### src/hw/rtl/svpwm_sector_duty_calc_core_macros.svh
// Assertion macros shared by the SVPWM duty calculator RTL.
// Depends on clk_i and rst_ni being visible in the including module.
`ifndef SVPWM_SECTOR_DUTY_CALC_CORE_MACROS_SVH
`define SVPWM_SECTOR_DUTY_CALC_CORE_MACROS_SVH

// Same-cycle implication, checked on every rising clock edge outside reset.
`define SVPWM_ASSERT_IMP(lbl, ante, cons) \
  lbl: assert property (@(posedge clk_i) disable iff (!rst_ni) (ante) |-> (cons)) \
    else $error("svpwm assertion failed");

// Next-cycle implication, checked on every rising clock edge outside reset.
`define SVPWM_ASSERT_NXT(lbl, ante, cons) \
  lbl: assert property (@(posedge clk_i) disable iff (!rst_ni) (ante) |=> (cons)) \
    else $error("svpwm assertion failed");

`endif

### src/hw/rtl/svpwm_div2_pipe.sv
// Two-lane pipelined restoring divider with a shared divisor, one quotient bit per stage.
// Standalone; carries a sideband vector and a valid bit alongside the data.
`default_nettype none

module svpwm_div2_pipe #(
  parameter int unsigned NUM_W = 16,
  parameter int unsigned DEN_W = 8,
  parameter int unsigned Q_W   = 8,
  parameter int unsigned SB_W  = 1
) (
  input  wire logic             clk_i,
  input  wire logic             rst_ni,
  input  wire logic             in_valid_i,
  input  wire logic [NUM_W-1:0] num_a_i,
  input  wire logic [NUM_W-1:0] num_b_i,
  input  wire logic [DEN_W-1:0] den_i,
  input  wire logic [SB_W-1:0]  sb_i,
  output logic                  out_valid_o,
  output logic [Q_W-1:0]        quo_a_o,
  output logic [Q_W-1:0]        quo_b_o,
  output logic [SB_W-1:0]       sb_o
);

  // One step: shift the next dividend bit into the remainder and subtract if it fits.
  function automatic logic [DEN_W+Q_W-1:0] div_step(input logic [DEN_W-1:0] rem,
                                                    input logic [Q_W-1:0]   low,
                                                    input logic [DEN_W-1:0] den);
    logic [DEN_W:0]   trial;
    logic             fits;
    logic [DEN_W-1:0] rem_n;
    logic [Q_W-1:0]   low_n;
    trial = {rem, low[Q_W-1]};
    fits  = (trial >= {1'b0, den});
    rem_n = fits ? DEN_W'(trial - {1'b0, den}) : DEN_W'(trial);
    low_n = {low[Q_W-2:0], fits};
    return {rem_n, low_n};
  endfunction

  logic [DEN_W-1:0] rem_a_q [Q_W];
  logic [DEN_W-1:0] rem_b_q [Q_W];
  logic [Q_W-1:0]   low_a_q [Q_W];
  logic [Q_W-1:0]   low_b_q [Q_W];
  logic [DEN_W-1:0] den_q   [Q_W];
  logic [SB_W-1:0]  sb_q    [Q_W];
  logic [Q_W-1:0]   vld_q;

  for (genvar g = 0; g < Q_W; g++) begin : g_stage
    logic [DEN_W-1:0] rem_a_in, rem_b_in, den_in;
    logic [Q_W-1:0]   low_a_in, low_b_in;
    logic [SB_W-1:0]  sb_in;
    logic             vld_in;
    logic [DEN_W+Q_W-1:0] step_a_d, step_b_d;

    if (g == 0) begin : g_first
      // The quotient fits Q_W bits, so the high part of the dividend is below the divisor.
      assign rem_a_in = DEN_W'(num_a_i >> Q_W);
      assign rem_b_in = DEN_W'(num_b_i >> Q_W);
      assign low_a_in = num_a_i[Q_W-1:0];
      assign low_b_in = num_b_i[Q_W-1:0];
      assign den_in   = den_i;
      assign sb_in    = sb_i;
      assign vld_in   = in_valid_i;
    end else begin : g_next
      assign rem_a_in = rem_a_q[g-1];
      assign rem_b_in = rem_b_q[g-1];
      assign low_a_in = low_a_q[g-1];
      assign low_b_in = low_b_q[g-1];
      assign den_in   = den_q[g-1];
      assign sb_in    = sb_q[g-1];
      assign vld_in   = vld_q[g-1];
    end

    always_comb begin
      step_a_d = div_step(rem_a_in, low_a_in, den_in);
      step_b_d = div_step(rem_b_in, low_b_in, den_in);
    end

    always_ff @(posedge clk_i or negedge rst_ni) begin
      if (!rst_ni) begin
        vld_q[g] <= 1'b0;
      end else begin
        vld_q[g] <= vld_in;
      end
    end

    always_ff @(posedge clk_i) begin
      rem_a_q[g] <= step_a_d[DEN_W+Q_W-1:Q_W];
      low_a_q[g] <= step_a_d[Q_W-1:0];
      rem_b_q[g] <= step_b_d[DEN_W+Q_W-1:Q_W];
      low_b_q[g] <= step_b_d[Q_W-1:0];
      den_q[g]   <= den_in;
      sb_q[g]    <= sb_in;
    end
  end

  assign out_valid_o = vld_q[Q_W-1];
  assign quo_a_o     = low_a_q[Q_W-1];
  assign quo_b_o     = low_b_q[Q_W-1];
  assign sb_o        = sb_q[Q_W-1];

endmodule

`default_nettype wire

### config.mk
export PLATFORM = sky130hd
export DESIGN_NAME = svpwm_div2_pipe
export DESIGN_NICKNAME = d
export VERILOG_FILES = /design/src/hw/rtl/svpwm_sector_duty_calc_core_macros.svh /design/src/hw/rtl/svpwm_div2_pipe.sv
export SDC_FILE = /design/constraint.sdc
export NUM_CORES = 1
export LEC_CHECK = 0
export ABC_AREA = 0
export BUFFER_PORTS_ARGS = -buffer_cell sky130_fd_sc_hd__buf_2
export CORE_MARGIN = 1
export CORE_UTILIZATION = 40
export DETAILED_ROUTE_END_ITERATION = 16
export GPL_TIMING_DRIVEN = 1
export HOLD_SLACK_MARGIN = 0.1
export PLACE_DENSITY = 0.67
export SLEW_MARGIN = 25
export SYNTH_ARGS = -nofsm -noshare
export SYNTH_HDL_FRONTEND = slang
export SYNTH_SLANG_ARGS = --single-unit
### constraint.sdc
create_clock -name clk_i -period 2.3 [get_ports clk_i]
set_input_delay 0.345 -clock clk_i [delete_from_list [all_inputs] [get_ports clk_i]]
set_output_delay 0.345 -clock clk_i [all_outputs]
set_load 0.1 [all_outputs]
==> metrics.md <==
| Metric | Value |
|---|---|
| Status | complete, no violations |
| DRC viols | 0 |
| Fmax | 462 MHz |
| Min cycle time layout | 2.16 ns |
| Worst hold-check path type | input port to register |
| Skew-Pair Late Insertion Delay | a little over 0.5 ns |
| Clk slew on worst S/H paths | around 0.060 ns |
| Final slew viol count | 0 |
| Largest net degree at the start of global routing | 16 |
| Routed Antenna Nets | 0 |
| Top-count cell post-synth | dfxtp_1 |
| Lkg Pwr | about 6.9 nW |
| Setup crit end kind | register |
| Worst Setup Start Kind | input port |
| Number of flops mapped to enable cells by yosys | 0 |
| Number of global-route vias before repair | between 8000 and 9000 |
| Power Dens Cells | about 1400 mW/mm² |
| Initial Util | 40.9% |
| Overall power | 21.8 mW |
| FF-to-FF End | rem_b_q[1][6] |
| Fin. Hold Viols | 0 |
| CP endpoint | rem_b_q[0][4] |
| Final worst-path cycle share | a little over nine tenths |
| Netlist cell types | 63 |
| Initial antenna violation count | 0 |
| Rel. slew slack | between 60% and 70% |
| R2R Setup Slk | 0.17 ns |
| Cts bufs inserted | 35 |
| Hold_ws | 0.126 ns |
| Synth top area cells | dfxtp_1, ha_1, o21ai_0, inv_1, nand2_1 |
| Fin Setup TNS | 0 ns |
| Clock root buffer master | clkbuf_16 |
| Max Root-Sink Buffers | 3 |
| Post-synth top flop | dfxtp_1 |
| Endpoints failing setup | 0 |
| WS Path Type | input port to register |
| Wirelength per Cell | about 14 µm |
| First-pass DRT Iterations | 4 |
| RSZ-0062 raised after global routing | false |
| Congestion Overflow GR | 0 |
| Core Box Area | around 0.032 mm² |
| Yosys reg bits | approximately 310 |
| Worst R2R Start | den_q[0][3] |
| Post-Syn Nets | between 1000 and 1500 |
| Seq/Total Area, Yosys | 48.4% |
| Worst-Margin Slew | between 0.5 and 0.6 ns |
| Mapped Area | about 0.013 mm² |
| Synth async-reset ratio | 2.56% |
| Gpl congestion | between 0.8 and 0.9 |
| H-tree Lvls | 2 |
| Peak VDD IR | 713 µV |
| Biggest area consumer among synthesized cells | dfxtp_1 |
| P&R area growth vs syn | 19.1% |
| Top Ports | a little over 60 |
| Final wirelength | 25.4 mm |
| PortBufs | 61 |
| Detailed placement HPWL | slightly below 20 mm |
| Synth top area share | between 40% and 50% |
| Yosys warns | 0 |
| Drt first-iter violations | around 270 |
| Synthesized area per cell | approximately 11 µm² |
| Reg2Reg Depth | 7 |
| First-pass GRT wire length | ~42 mm |
| DR vias/cell | a little under 5 |
| Tot GR Track Use | 15.6% |
| CTS tree | built |
| MaxCap Viol Count | 0 |
| Synth top cells by count | dfxtp_1, ha_1, inv_1, o21ai_0, nand2_1 |
| Post-layout instance area | 0.0155 mm² |
| # clock sinks | roughly 310 |
| DIE HEIGHT | around 180 µm |
| Chip Width | around 180 µm |
| Setup skew after layout | between 0.01 and 0.015 ns |
| Total Nets Final | ~1600 |
| Routed via count | 8885 |
| CP startpoint | den_i[6] |
| Crit path DAT | 2.56 ns |
| Post-Syn Instances | 1225 |
| # rows | 65 |
| Worst EP required | approximately 2.7 ns |
| Ant diodes | 0 |
| Die area | approximately 0.033 mm² |
| Dpl cell area | 0.0139 mm² |
| Share of layout cells above drive strength 1 | 15.1% |
| CP Max Fanout | 14 |
==> critical path: stages <==
cell	delay [ns]
dlygate4sd3_1	0.55
buf_2	0.13
inv_1	0.09
ha_1	0.30
a21oi_1	0.23
o21ai_1	0.18
a221oi_4	0.36
buf_4	0.24
nand2_1	0.07
o31ai_1	0.08
==> cell usage in the layout (no fill, tap or decap), types with 24 or more instances in the layout <==
master / count
a21oi_1: 60
buf_2: 61
clkbuf_16: 37
dfxtp_1: 304
dlygate4sd3_1: 40
ha_1: 128
inv_1: 110
nand2_1: 93
nand2b_1: 28
nor2_1: 25
o21a_1: 26
o21ai_0: 107
xor2_1: 24
==> stage by stage <==
step	instances	worst slack (ns)	util [%]
after floorplan	1225	0.403	-
after global placement	1697	0.210	43.7
after detailed placement	1697	0.118	43.7
after CTS	1797	0.0869	48.6
after global routing	1801	0.0148	48.8
final	1801	0.136	48.8
==> worst min-delay path by stage <==
stage / cells past startpoint / startpoint / to
after CTS: 2 / num_a_i[14] / rem_a_q[0][7]
final: 2 / num_a_i[14] / rem_a_q[0][7]
after floorplan: 0 / rst_ni / g_stage[1].vld_in
after global routing: 2 / num_a_i[14] / rem_a_q[0][7]
after detailed placement: 1 / rst_ni / out_valid_o
after global placement: 1 / rst_ni / out_valid_o
==> what timing repair did <==
item | in CTS | in global routing
setup endpoints to repair | 0 | 9
hold buffers | 40 | 0
gates resized for setup | 0 | 1
setup buffers | 0 | 4
hold endpoints to repair | 47 | 0
==> where the power goes <==
part | internal, mW | switching, mW | leakage (nW)
sequential | 6.95 | 0.651 | 2.65
clock | 3.43 | 2.07 | 0.575
combinational | 3.84 | 4.90 | 3.71
==> logic make-up (layout without fill, tap and decap cells) <==
family                   count (synthesis)  after routing  share of synthesized area (%)
AND/OR/NAND/NOR                        234            234                           9.27
adder cells (fa/ha/maj)                142            142                           14.5
flip-flops                             312            312                           48.4
AO/OA/AOI/OAI                          339            339                           18.1
multiplexers                            31             31                           2.87
buffers and inverters                  123            297                           3.86
XOR/XNOR                                44             44                           2.97
==> routing by layer <==
| metal | wire length (µm) | GRT usage [%] |
|---|---|---|
| met1 | 9930 | 15.6 |
| met2 | 13200 | 29.9 |
| met3 | 874 | 2.79 |
| met4 | 1440 | 9.31 |
| met5 | 0 | 0 |
==> registers in the layout, indices dropped and copies added (netlist names) <==
name and count:
out_valid_o 1, rem_a_q 56, sb_q 8, low_b_q 64, low_a_q 64, rem_b_q 56
g_stage.vld_in 7, den_q 56
==> area by class of cell <==
type	instances	area [µm²]
sequential	312	6290
timing repair buffer	125	898
multi-input combinational	790	6200
clock inverter	12	144
tap	402	503
clock buffer	48	1020
inverter	112	420
fill	2911	16200
Power figures use the tool's default switching activity.
